===== src/design/ans_pkg.sv =====
// Shared types and constants of the Annex B NAL unit splitter.
package ans_pkg;

  localparam int BYTE_W = 8;
  localparam int OFF_W  = 24;
  localparam int LEN_W  = 25;
  localparam int TYPE_W = 5;

  localparam logic [BYTE_W-1:0] START_BYTE = 8'h01;
  localparam int                LOOK_MSB   = 7;
  localparam logic [TYPE_W-1:0] TYPE_SPS   = 5'd7;
  localparam logic [TYPE_W-1:0] TYPE_PPS   = 5'd8;
  localparam logic [1:0]        ZRUN_MAX   = 2'd3;
  localparam logic [1:0]        ZRUN_SHORT = 2'd2;

  localparam int Q_DEPTH = 4;
  localparam int Q_PTR_W = $clog2(Q_DEPTH);
  localparam int Q_LVL_W = $clog2(Q_DEPTH + 1);

  // pending start code progress
  typedef enum logic [2:0] {
    LA_IDLE = 3'b001,
    LA_HDR  = 3'b010,
    LA_LOOK = 3'b100
  } la_e;

  typedef struct packed {
    logic [OFF_W-1:0]  offset;
    logic [LEN_W-1:0]  length;
    logic [TYPE_W-1:0] nal_type;
    logic              last;
  } res_t;

  typedef struct packed {
    logic [1:0] cnt;
    res_t       r0;
    res_t       r1;
  } push_t;

  typedef struct packed {
    logic               room;
    logic [Q_LVL_W-1:0] level;
  } q_stat_t;

endpackage


===== src/design/ans_if.sv =====
// Byte input and unit result channel interfaces.
interface ans_byte_if;
  import ans_pkg::*;
  logic              valid;
  logic              ready;
  logic [BYTE_W-1:0] data_byte;
  logic              end_of_stream;
  modport source (output valid, output data_byte, output end_of_stream, input ready);
  modport sink   (input valid, input data_byte, input end_of_stream, output ready);
endinterface

interface ans_unit_if;
  import ans_pkg::*;
  logic              valid;
  logic              ready;
  logic [OFF_W-1:0]  unit_offset;
  logic [LEN_W-1:0]  unit_length;
  logic [TYPE_W-1:0] unit_type;
  logic              run_last;
  modport source (output valid, output unit_offset, output unit_length, output unit_type,
                  output run_last, input ready);
  modport sink   (input valid, input unit_offset, input unit_length, input unit_type,
                  input run_last, output ready);
endinterface


===== src/design/ans_core.sv =====
// Start code detection, unit tracking and result formation for one byte per cycle while the queue has room.
module ans_core #(
  parameter int POSITION_BITS = 24
) (
  input  logic             clk_i,
  input  logic             rst_ni,
  ans_byte_if.sink         in_i,
  input  ans_pkg::q_stat_t stat_i,
  output ans_pkg::push_t   push_o
);
  import ans_pkg::*;

  localparam int PB = POSITION_BITS;
  localparam int CW = PB + 1;

  logic [CW-1:0]     pos_q, pos_d;
  logic [1:0]        zrun_q, zrun_d;
  logic              inu_q, inu_d;
  logic              aw_q, aw_d;
  la_e               la_q, la_d;
  logic [PB-1:0]     ub_q, ub_d;
  logic [PB-1:0]     ce_q, ce_d;
  logic [PB-1:0]     pb_q, pb_d;
  logic [TYPE_W-1:0] ct_q, ct_d;
  logic [TYPE_W-1:0] pt_q, pt_d;

  logic              accept;
  logic [BYTE_W-1:0] b;
  logic [PB-1:0]     p;
  logic [PB-1:0]     code;
  logic              la_emit, eos1, eos2;
  res_t              r_la, r_e1, r_e2, s0, s1;
  logic [1:0]        n;

  function automatic logic [CW-1:0] span(input logic [CW-1:0] e, input logic [CW-1:0] s);
    return (e > s) ? e - s : '0;
  endfunction

  function automatic res_t mk(input logic [PB-1:0] bgn, input logic [CW-1:0] e,
                              input logic [TYPE_W-1:0] t);
    res_t r;
    r.offset   = OFF_W'(bgn);
    r.length   = LEN_W'(span(e, {1'b0, bgn}));
    r.nal_type = t;
    r.last     = 1'b0;
    return r;
  endfunction

  assign in_i.ready = stat_i.room;
  assign accept     = in_i.valid && stat_i.room;
  assign b          = in_i.data_byte;
  assign p          = pos_q[PB] ? {PB{1'b1}} : pos_q[PB-1:0];
  assign code       = (zrun_q == ZRUN_MAX) ? PB'(ZRUN_MAX) : PB'(ZRUN_SHORT);

  always_comb begin
    pos_d   = pos_q;
    zrun_d  = zrun_q;
    inu_d   = inu_q;
    aw_d    = aw_q;
    la_d    = la_q;
    ub_d    = ub_q;
    ce_d    = ce_q;
    pb_d    = pb_q;
    ct_d    = ct_q;
    pt_d    = pt_q;
    la_emit = 1'b0;

    // header byte or look-ahead byte of a pending start code
    if (aw_q) begin
      ub_d  = pb_q;
      ct_d  = b[TYPE_W-1:0];
      inu_d = 1'b1;
      aw_d  = 1'b0;
    end else if (la_q == LA_HDR) begin
      pt_d = b[TYPE_W-1:0];
      la_d = LA_LOOK;
    end else if (la_q == LA_LOOK) begin
      // slices merge unless the next byte has its top bit set or this is SPS/PPS
      if (b[LOOK_MSB] || ct_q == TYPE_SPS || ct_q == TYPE_PPS) begin
        la_emit = 1'b1;
        ub_d    = pb_q;
        ct_d    = pt_q;
      end
      la_d = LA_IDLE;
    end

    if (b == '0) begin
      if (zrun_q != ZRUN_MAX) zrun_d = zrun_q + 2'd1;
    end else begin
      if (b == START_BYTE && zrun_q >= ZRUN_SHORT) begin
        pb_d = (&p) ? p : p + PB'(1);
        if (inu_d) begin
          ce_d = (p >= code) ? p - code : '0;
          la_d = LA_HDR;
        end else begin
          aw_d = 1'b1;
        end
      end
      zrun_d = '0;
    end

    if (!pos_q[PB]) pos_d = pos_q + CW'(1);
  end

  assign r_la = mk(ub_q, {1'b0, ce_q}, ct_q);
  assign r_e1 = !inu_d ? mk(pb_d, {1'b0, pb_d}, '0) :
                (la_d == LA_IDLE) ? mk(ub_d, pos_d, ct_d) : mk(ub_d, {1'b0, ce_d}, ct_d);
  assign r_e2 = mk(pb_d, pos_d, (la_d == LA_LOOK) ? pt_d : '0);
  assign eos1 = in_i.end_of_stream && (inu_d || aw_d);
  assign eos2 = in_i.end_of_stream && inu_d && (la_d != LA_IDLE);
  assign n    = 2'(la_emit) + 2'(eos1) + 2'(eos2);

  always_comb begin
    s0 = la_emit ? r_la : r_e1;
    s1 = la_emit ? r_e1 : r_e2;
    s0.last = (n == 2'd1);
    s1.last = (n == 2'd2);
    push_o.cnt = accept ? n : 2'd0;
    push_o.r0  = s0;
    push_o.r1  = s1;
  end

  always_ff @(posedge clk_i or negedge rst_ni) begin
    if (!rst_ni) begin
      pos_q  <= '0;
      zrun_q <= '0;
      inu_q  <= 1'b0;
      aw_q   <= 1'b0;
      la_q   <= LA_IDLE;
      ub_q   <= '0;
      ce_q   <= '0;
      pb_q   <= '0;
      ct_q   <= '0;
      pt_q   <= '0;
    end else if (accept) begin
      if (in_i.end_of_stream) begin
        // end of stream: back to a fresh stream
        pos_q  <= '0;
        zrun_q <= '0;
        inu_q  <= 1'b0;
        aw_q   <= 1'b0;
        la_q   <= LA_IDLE;
        ub_q   <= '0;
        ce_q   <= '0;
        pb_q   <= '0;
        ct_q   <= '0;
        pt_q   <= '0;
      end else begin
        pos_q  <= pos_d;
        zrun_q <= zrun_d;
        inu_q  <= inu_d;
        aw_q   <= aw_d;
        la_q   <= la_d;
        ub_q   <= ub_d;
        ce_q   <= ce_d;
        pb_q   <= pb_d;
        ct_q   <= ct_d;
        pt_q   <= pt_d;
      end
    end
  end

endmodule


===== src/design/ans_outq.sv =====
// Result queue: takes up to two results a cycle, hands out one while out_o.ready is high.
module ans_outq (
  input  logic              clk_i,
  input  logic              rst_ni,
  input  ans_pkg::push_t    push_i,
  ans_unit_if.source        out_o,
  output ans_pkg::q_stat_t  stat_o
);
  import ans_pkg::*;

  res_t               mem_q [Q_DEPTH];
  logic [Q_PTR_W-1:0] wr_q, rd_q;
  logic [Q_LVL_W-1:0] level_q;
  logic               pop;
  res_t               head;

  assign pop  = out_o.valid && out_o.ready;
  assign head = mem_q[rd_q];

  assign out_o.valid       = (level_q != '0);
  assign out_o.unit_offset = head.offset;
  assign out_o.unit_length = head.length;
  assign out_o.unit_type   = head.nal_type;
  assign out_o.run_last    = head.last;

  // room for a worst-case item of two results
  assign stat_o.room  = (level_q <= Q_LVL_W'(Q_DEPTH - 2));
  assign stat_o.level = level_q;

  always_ff @(posedge clk_i) begin
    if (push_i.cnt != 2'd0) mem_q[wr_q] <= push_i.r0;
    if (push_i.cnt == 2'd2) mem_q[wr_q + Q_PTR_W'(1)] <= push_i.r1;
  end

  always_ff @(posedge clk_i or negedge rst_ni) begin
    if (!rst_ni) begin
      wr_q    <= '0;
      rd_q    <= '0;
      level_q <= '0;
    end else begin
      wr_q    <= wr_q + Q_PTR_W'(push_i.cnt);
      rd_q    <= rd_q + Q_PTR_W'(pop);
      level_q <= level_q + Q_LVL_W'(push_i.cnt) - Q_LVL_W'(pop);
    end
  end

endmodule


===== src/design/annexb_nal_unit_splitter.sv =====
// Top level of the Annex B NAL unit splitter.
// Takes one stream byte per clock while in_i.ready is high and reports each NAL unit as
// offset, length and type once its end is known; a byte yields zero, one or two results
// (run_last marks the last one). The running state is updated in the cycle the byte is
// accepted and results enter a four-entry queue in that same edge, so each result is registered
// in the queue before it appears at the output. in_i.ready stays high while the queue has two
// free entries; with the output side taking one result per clock the input runs at one byte per
// cycle, slowing only when bytes yield two results. Positions saturate at 2**POSITION_BITS - 1.
module annexb_nal_unit_splitter #(
  parameter int POSITION_BITS = 24
) (
  input  logic       clk_i,
  input  logic       rst_ni,
  ans_byte_if.sink   in_i,
  ans_unit_if.source out_o
);
  import ans_pkg::*;

  push_t   push;
  q_stat_t stat;

  ans_core #(
    .POSITION_BITS (POSITION_BITS)
  ) u_core (
    .clk_i  (clk_i),
    .rst_ni (rst_ni),
    .in_i   (in_i),
    .stat_i (stat),
    .push_o (push)
  );

  ans_outq u_outq (
    .clk_i  (clk_i),
    .rst_ni (rst_ni),
    .push_i (push),
    .out_o  (out_o),
    .stat_o (stat)
  );

  a_push_on_accept : assert property (@(posedge clk_i) disable iff (!rst_ni)
    (push.cnt != 2'd0) |-> (in_i.valid && in_i.ready))
    else $error("results pushed without an accepted item");

  a_push_max_two : assert property (@(posedge clk_i) disable iff (!rst_ni)
    push.cnt != 2'd3)
    else $error("more than two results for one item");

  a_level_bound : assert property (@(posedge clk_i) disable iff (!rst_ni)
    stat.level <= Q_LVL_W'(Q_DEPTH))
    else $error("result queue overflow");

  a_empty_no_valid : assert property (@(posedge clk_i) disable iff (!rst_ni)
    (stat.level == '0) |-> !out_o.valid)
    else $error("output valid with an empty queue");

endmodule

===== src/flat_wrapper.sv =====
// flat-port wrapper written by rule: the top's interface ports become plain ports
module annexb_nal_unit_splitter_flat import ans_pkg::*;
#(
  parameter int POSITION_BITS = 24
)
  (clk_i, rst_ni, in_i_valid, in_i_data_byte, in_i_end_of_stream, in_i_ready, out_o_valid, out_o_unit_offset, out_o_unit_length, out_o_unit_type, out_o_run_last, out_o_ready);
  ans_byte_if in_i_i ();
  ans_unit_if out_o_i ();
  input  logic clk_i;
  input  logic rst_ni;
  input wire logic [$bits(in_i_i.valid)-1:0] in_i_valid;
  input wire logic [$bits(in_i_i.data_byte)-1:0] in_i_data_byte;
  input wire logic [$bits(in_i_i.end_of_stream)-1:0] in_i_end_of_stream;
  output wire logic [$bits(in_i_i.ready)-1:0] in_i_ready;
  output wire logic [$bits(out_o_i.valid)-1:0] out_o_valid;
  output wire logic [$bits(out_o_i.unit_offset)-1:0] out_o_unit_offset;
  output wire logic [$bits(out_o_i.unit_length)-1:0] out_o_unit_length;
  output wire logic [$bits(out_o_i.unit_type)-1:0] out_o_unit_type;
  output wire logic [$bits(out_o_i.run_last)-1:0] out_o_run_last;
  input wire logic [$bits(out_o_i.ready)-1:0] out_o_ready;
  assign in_i_i.valid = in_i_valid;
  assign in_i_i.data_byte = in_i_data_byte;
  assign in_i_i.end_of_stream = in_i_end_of_stream;
  assign in_i_ready = in_i_i.ready;
  assign out_o_valid = out_o_i.valid;
  assign out_o_unit_offset = out_o_i.unit_offset;
  assign out_o_unit_length = out_o_i.unit_length;
  assign out_o_unit_type = out_o_i.unit_type;
  assign out_o_run_last = out_o_i.run_last;
  assign out_o_i.ready = out_o_ready;
  annexb_nal_unit_splitter #(.POSITION_BITS(POSITION_BITS)) u_core (.clk_i(clk_i), .rst_ni(rst_ni), .in_i(in_i_i), .out_o(out_o_i));
endmodule

===== config.mk =====
export PLATFORM = sky130hd
export DESIGN_NAME = annexb_nal_unit_splitter_flat
export DESIGN_NICKNAME = d
export VERILOG_FILES = /design/src/design/ans_pkg.sv /design/src/design/ans_if.sv /design/src/design/ans_core.sv /design/src/design/ans_outq.sv /design/src/design/annexb_nal_unit_splitter.sv /design/src/flat_wrapper.sv
export SDC_FILE = /design/constraint.sdc
export NUM_CORES = 1
export LEC_CHECK = 0
export BUFFER_PORTS_ARGS = -buffer_cell sky130_fd_sc_hd__buf_2
export CAP_MARGIN = 20
export CORE_MARGIN = 5
export CORE_UTILIZATION = 50
export DETAILED_ROUTE_END_ITERATION = 7
export GPL_ROUTABILITY_DRIVEN = 0
export PLACE_DENSITY = 0.66
export SETUP_SLACK_MARGIN = 0.05
export SYNTH_ARGS = -nofsm -noshare
export SYNTH_HDL_FRONTEND = slang
export SYNTH_SLANG_ARGS = --single-unit

===== constraint.sdc =====
create_clock -name clk_i -period 7.8 [get_ports clk_i]
set_input_delay 1.56 -clock clk_i [delete_from_list [all_inputs] [get_ports clk_i]]
set_output_delay 1.56 -clock clk_i [all_outputs]
set_load 0.01 [all_outputs]

==> summary.md, run 1 <==
| Metric | Value |
|---|---|
| Cell Chain, Critical Path | inv_1, ha_1, ha_1, inv_1, ha_1, or3_4, nor4b_4, nand4_1, nor2_1, nand3_1, nand2_1, o21ai_0, ha_1, a21oi_1, o21ai_0, a31oi_1, o211ai_1, o311ai_0, a32oi_2, a2bb2oi_1, mux2i_1 |
| First drt pass iteration count | 8 |
| Top delay family on crit path | compound AO/OA/AOI/OAI gates |
| Max FO, Critical Path | 19 |
| # Post-CTS Setup Buffers | 0 |
| Max clock buf depth | 3 |
| Flop2flop setup slack | roughly 0.96 ns |
| Initial antenna violation count | 0 |
| Total CTS buffers | around 40 |
| Synth Register Bits | approximately 340 |
| Hold Fails Final Rpt | 0 |
| Post-synthesis sequential area ratio | 39.13% |
| Worst r2r src | u_core.u_core.pos_q[24] |
| Resize count post-CTS | 0 |
| Core area | between 40,000 and 50,000 µm² |
| Chip height | ~230 µm |
| Worst Skew | approximately 0.024 ns |
| Placed inst area | approximately 25,000 µm² |
| Num rows | about 80 |
| Setup_tns | 0 ns |
| Vias in the first global route | roughly 21,000 |
| Hold_sp | u_core.u_outq.level_q[2] |
| Failing checks | DRC |
| Port bufs | 69 |
| DIE WIDTH | about 230 µm |
| CTS root buffer | clkbuf_16 |
| Worst path bufs/invs | 2 |
| Peak supply drop | 0.0001885 V |
| Global-route wire length before repair | about 130,000 µm |
| Unrepaired setup endpoints after global routing | no |
| Critical path type | register to register |
| Pin count of the biggest net entering global routing | 87 |
| Mapped Avg Cell Area | 10.05 µm² |
| Die area | around 54,000 µm² |
| Hold Path Stages | 1 |
| ANT nets after route | 0 |
| Status | complete, but fails checks |
| Critical path's slowest cell | o211ai_1 |
| Via count | roughly 22,000 |
| Pwr per Cell Area | around 350 nW/µm² |
| Most common flop cell mapped by yosys | edfxtp_1 |
| CTS tree | yes |
| Ratio of final minimum period to clock period | approximately 90% |
| DRC | 17 |
| Commonest cells after routing, fill and taps aside | edfxtp_1 (220), nand2_1 (202), nor2_1 (198) |
| Most common cell after layout, fill and taps aside | edfxtp_1 |
| Placed Cells | 3,066 |
| All-Layer GR Usage | about 32% |
| Hold endpoint | u_core.u_outq.level_q[2] |
| Startpoint Class | register |
| Mapped cell area | between 20,000 and 25,000 µm² |
| Initial Util | between 50% and 60% |
| Number of filler cells placed in the layout | ~4,300 |
| Max incr delay on CP | approximately 0.68 ns |
| Hold slack | around 0.5 ns |
| Netlist cell types | 110 |
| Routed len/inst | about 28 µm |
| Synth warnings | 0 |
| Worst slew pin tran | 1.244 ns |
| Synthesized Nets | between 2,000 and 3,000 |
| Dpl hpwl | roughly 65,000 µm |
| Final WL | 88,470 µm |
| Leakage | approximately 11 nW |
| Slew headroom | 16.00% |
| GR Overflow Total | 0 |
| Fraction of layout cells with a size suffix above 1 | a little over an eighth |
| R2R Path End | u_core.u_outq.mem_q[0][24] |
| Clock transition at the registers of the reported paths | ~0.060 ns |
| Max Cap Violations | 0 |
| Post-layout min period | 6.840 ns |
| CP required | approximately 8.1 ns |
| Fmax | roughly 0.15 GHz |
| Final setup viols | 0 |
| Ports | 70 |
| H-Tree Depth | 2 |
| Synthesized instance count | between 2,000 and 2,500 |
| Detailed Route Iter0 Violations | approximately 3,000 |
| Worst-Skew Late Latency | ~0.58 ns |
| Nets | about 2,600 |
| CP most frequent cell | ha_1 |
| Reg2reg path depth | 21 |
| Met1 GRT Util | between 40% and 50% |
| Post-DR vias/cell | 6.889 |
| Worst Path Arrival | about 7.1 ns |
| Gr busiest metal | met2 |
| Final Max Tran Viols | 0 |
| Async S/R FF share, synth | a little over a third |
| Met3 GRT Util | 9.562% |
| # clock sinks | 341 |
| Final non-filler cell total | 3,144 |
| GR Layer Usage met2 | 46.71% |
| Setup crit end kind | register |
| Min-delay worst type | register to register |
| Layout area overhead | 8.918% |
| Post-synth EDFFs | between 200 and 250 |
| Multi-input logic area | 14,100 µm² |
| FF/Latch Area | between 9000 and 10,000 µm² |
| Design area | 26,820 µm² |
| Hold buffer count at cts | 0 |
==> worst max path at each step <==
stage / start / endpoint / slack [ns] / cells after the start
global route: u_core.u_core.pos_q[24] / u_core.u_outq.mem_q[0][26] / 0.56 / 22
detailed placement: in_i_data_byte[2] / u_core.u_outq.mem_q[0][20] / 0.75 / 14
floorplan: in_i_data_byte[6] / u_core.u_outq.mem_q[2][0] / 0.95 / 9
global placement: in_i_data_byte[7] / u_core.u_outq.mem_q[0][30] / 0.97 / 18
CTS: u_core.u_core.pos_q[24] / u_core.u_outq.mem_q[0][22] / 1.21 / 22
finish: u_core.u_core.pos_q[24] / u_core.u_outq.mem_q[0][24] / 0.96 / 21
==> state kept, by name, summed over array words and instances (netlist names), 5 cells and up <==
register and flops:
u_core.u_core.ce_q 24, u_core.u_core.ct_q 5, u_core.u_core.pb_q 24, u_core.u_core.pos_q 25
u_core.u_core.pt_q 5, u_core.u_core.ub_q 24, u_core.u_outq.mem_q 220
==> power breakdown <==
part	total, mW	switching (mW)	internal, mW
Clock	1.88	0.793	1.09
Sequential	2.26	0.234	2.02
Combinational	5.35	3.41	1.95
==> per-layer routing <==
| metal | vias up | wire length, µm |
|---|---|---|
| met5 | - | 0 |
| met4 | 0 | 6343 |
| met3 | 293 | 10920 |
| met2 | 1418 | 37050 |
| met1 | 10560 | 34160 |
| li1 | 9389 | - |
==> logic make-up after synthesis <==
group,count (synthesis),share of synthesized area (%)
buffers and inverters,225,3.877
AO/OA/AOI/OAI,747,20.48
flip-flops,341,39.13
multiplexers,221,12.66
AND/OR/NAND/NOR,664,12.96
XOR/XNOR,134,4.766
adder cells (fa/ha/maj),117,6.128
==> cell type report <==
type                    count  area share, %
well taps                 664          3.098
flip-flops and latches    341          35.95
clock buffers              49          4.133
inverters                  69         0.9657
multi-input cells        1883          52.57
clock inverters            26         0.7604
repair buffers            110          2.505
diodes                      2        0.01866
==> stage by stage <==
| stage | util, % | setup slack (ns) | power (mW) |
|---|---|---|---|
| after floorplan | - | 0.9548 | 5.764 |
| after detailed placement | 52.19 | 0.7516 | 7.418 |
| after CTS | 54.88 | 1.205 | 9.300 |
| after global routing | 54.89 | 0.5553 | 9.843 |
| after global placement | 52.19 | 0.9651 | 7.391 |
| final | 54.90 | 0.9596 | 9.489 |
==> synth_stat cells (all sizes together) (16+ instances only) <==
| library cell | instances | share of area, % |
|---|---|---|
| a211oi | 22 | 0.73 |
| a21o | 37 | 1.1 |
| a21oi | 176 | 3.6 |
| a221oi | 38 | 1.4 |
| a222oi | 19 | 0.77 |
| a22o | 40 | 1.4 |
| a22oi | 33 | 1.0 |
| a31oi | 25 | 0.71 |
| and3 | 25 | 0.64 |
| buf | 53 | 1.2 |
| clkbuf | 103 | 1.6 |
| dfrtp | 120 | 12 |
| edfxtp | 220 | 27 |
| ha | 111 | 5.6 |
| inv | 69 | 1.1 |
| mux2 | 23 | 1.2 |
| mux2i | 143 | 6.5 |
| mux4 | 55 | 5.0 |
| nand2 | 204 | 3.1 |
| nand2b | 17 | 0.46 |
| nand3 | 44 | 0.91 |
| nand4 | 26 | 0.69 |
| nor2 | 202 | 3.1 |
| nor2b | 16 | 0.41 |
| nor3 | 48 | 1.1 |
| o21a | 22 | 0.67 |
| o21ai | 143 | 2.9 |
| o22ai | 88 | 2.2 |
| xnor2 | 76 | 2.7 |
| xor2 | 58 | 2.1 |
(Power assumes the default switching activity.)
==> run 2, diff against run 1 <==
ABC_CLOCK_PERIOD_IN_PS = 7700   (was unset)
clock period = 7.7 ns   (was 7.8 ns; I/O delays follow)
==> summary.md, run 2 (same netlist as run 1, synthesis figures left out) <==
| Metric | Value |
|---|---|
| Nets | roughly 2,600 |
| Reg2reg path depth | 22 |
| Number of filler cells placed in the layout | about 4,300 |
| CP most frequent cell | ha_1 |
| Hold endpoint | u_core.u_outq.level_q[2] |
| Peak supply drop | between 0.0002 and 0.0003 V |
| Startpoint Class | register |
| Global-route wire length before repair | roughly 130,000 µm |
| R2R Path End | u_core.u_outq.mem_q[1][22] |
| Met3 GRT Util | 9.269% |
| Final non-filler cell total | around 3,100 |
| Max reg flops | between 200 and 250 |
| Hold Path Stages | 1 |
| Post-DR vias/cell | approximately 6.9 |
| Setup WS pre-CTS | ~0.73 ns |
| Leakage | 11.12 nW |
| Setup crit end kind | register |
| Layout area overhead | 8.720% |
| Worst r2r src | u_core.u_core.pos_q[24] |
| Critical path type | register to register |
| Core area | around 49,000 µm² |
| Dpl hpwl | about 66,000 µm |
| Ports | 70 |
| Gr busiest metal | met2 |
| Max incr delay on CP | approximately 0.5 ns |
| All-Layer GR Usage | approximately a third |
| CTS root buffer | clkbuf_16 |
| Die area | between 50,000 and 60,000 µm² |
| Pin count of the biggest net entering global routing | slightly above 80 |
| Most common cell after layout, fill and taps aside | edfxtp_1 |
| Initial Util | about 50% |
| DRC | 0 |
| Hold Fails Final Rpt | 0 |
| Commonest cells after routing, fill and taps aside | edfxtp_1 (220), nand2_1 (202), nor2_1 (198) |
| Clock transition at the registers of the reported paths | roughly 0.060 ns |
| Final setup viols | 0 |
| Max clock buf depth | 3 |
| Worst slew pin tran | ~1.1 ns |
| Pwr per Cell Area | approximately 350 nW/µm² |
| Biggest register | u_core.u_outq.mem_q |
| Flop2flop setup slack | roughly 0.83 ns |
| Worst Path Arrival | just over 7 ns |
| Status | finished, final reports clean |
| Post-layout min period | approximately 7 ns |
| CP required | roughly 8.0 ns |
| Max Cap Violations | 0 |
| Setup_tns | 0 ns |
| Final Max Tran Viols | 0 |
| Routed len/inst | 28.33 µm |
| ANT cells | 0 |
| Hold_sp | u_core.u_outq.level_q[2] |
| Chip height | approximately 230 µm |
| Power, Total | approximately 9.5 mW |
| ANT nets after route | 0 |
| Hold buffer count at cts | 0 |
| Via count | approximately 22,000 |
| Slew headroom | 28.05% |
| Fraction of layout cells with a size suffix above 1 | between 10% and 20% |
| Critical path's slowest cell | nand2_1 |
| DIE WIDTH | 231.9 µm |
| Met1 GRT Util | a little over two fifths |
| FF/Latch Area | a little under 10,000 µm² |
| Max FO, Critical Path | 19 |
| Final WL | about 89,000 µm |
| Total CTS buffers | 39 |
| Worst Skew | between 0.03 and 0.04 ns |
| Placed Cells | just over 3,000 |
| Ratio of final minimum period to clock period | between 80 and 90% |
| Num rows | 81 |
| Vias in the first global route | between 20,000 and 25,000 |
| # clock sinks | roughly 340 |
| Detailed Route Iter0 Violations | about 3,000 |
| Multi-input logic area | ~14,000 µm² |
| Worst-Skew Late Latency | ~0.6 ns |
| Biggest regs | u_core.u_outq.mem_q: 220 flops, u_core.u_core.pos_q: 25 flops |
| Min-delay worst type | register to register |
| Setup ws final | 0.8311 ns |
| First drt pass iteration count | 8 |
| # Post-CTS Setup Buffers | 0 |
| CTS tree | yes |
| Initial antenna violation count | 0 |
| Unrepaired setup endpoints after global routing | no |
| Resize count post-CTS | 0 |
| GR Overflow Total | 0 |
| H-Tree Depth | 2 |
| Design area | approximately 27,000 µm² |
| Placed inst area | about 26,000 µm² |
| Cell Chain, Critical Path | inv_1, ha_1, ha_1, inv_1, ha_1, or3_4, nor4b_4, nand4_1, nor2_1, nand3_1, nand2_1, o21ai_0, ha_1, a21oi_1, o21ai_0, a31oi_1, o211ai_1, a21o_1, a211o_1, a32o_1, a22oi_1, mux2i_1 |
| Fmax | around 0.15 GHz |
| GR Layer Usage met2 | a little under half |
| Port bufs | 69 |
[run 2: cell type report]
cell class	count	area share, %
inverters	69	0.9675
flip-flops and latches	341	36.01
multi-input cells	1883	52.67
repair buffers	114	2.641
clock inverters	16	0.4674
well taps	664	3.103
clock buffers	55	4.141
[run 2: per-layer routing]
layer,part of all wire [%],vias to the layer above
met2,43,1471
met3,12,320
met1,38,10410
met5,0,-
met4,6.9,0
li1,-,9387
[run 2: worst max-delay path: cells and delay by family, from the launching register on]
family / cells / cell delay, ns
DFF: 1 / 0.38
buffers and inverters: 2 / 0.41
muxes: 1 / 0.16
and+or+nand+nor: 6 / 1.81
AOI/OAI and AO/OA: 9 / 2.61
adders and majority gates: 4 / 1.22
[run 2: report_power, final]
group	internal, mW	total (mW)	switching (mW)
sequential	2.05	2.27	0.225
clock	1.04	1.82	0.780
combinational	1.98	5.40	3.43
[run 2: worst max-delay path by stage]
stage	start	end	slack, ns	cells after the start
final	u_core.u_core.pos_q[24]	u_core.u_outq.mem_q[1][22]	0.83	22
after global placement	in_i_data_byte[2]	u_core.u_outq.mem_q[0][12]	0.94	14
after detailed placement	in_i_data_byte[2]	u_core.u_outq.mem_q[0][20]	0.73	14
after global routing	u_core.u_core.pos_q[24]	u_core.u_outq.mem_q[2][26]	0.50	22
after CTS	u_core.u_core.pos_q[24]	u_core.u_outq.mem_q[1][22]	1.11	22
after floorplan	in_i_data_byte[6]	u_core.u_outq.mem_q[2][0]	0.87	9
[run 2: metrics by stage]
stage / hold WS [ns] / util, %
floorplan: 0.4604 / -
global placement: 0.4793 / 52.22
detailed placement: 0.4803 / 52.25
CTS: 0.4929 / 54.78
global route: 0.5220 / 54.80
finish: 0.4914 / 54.80
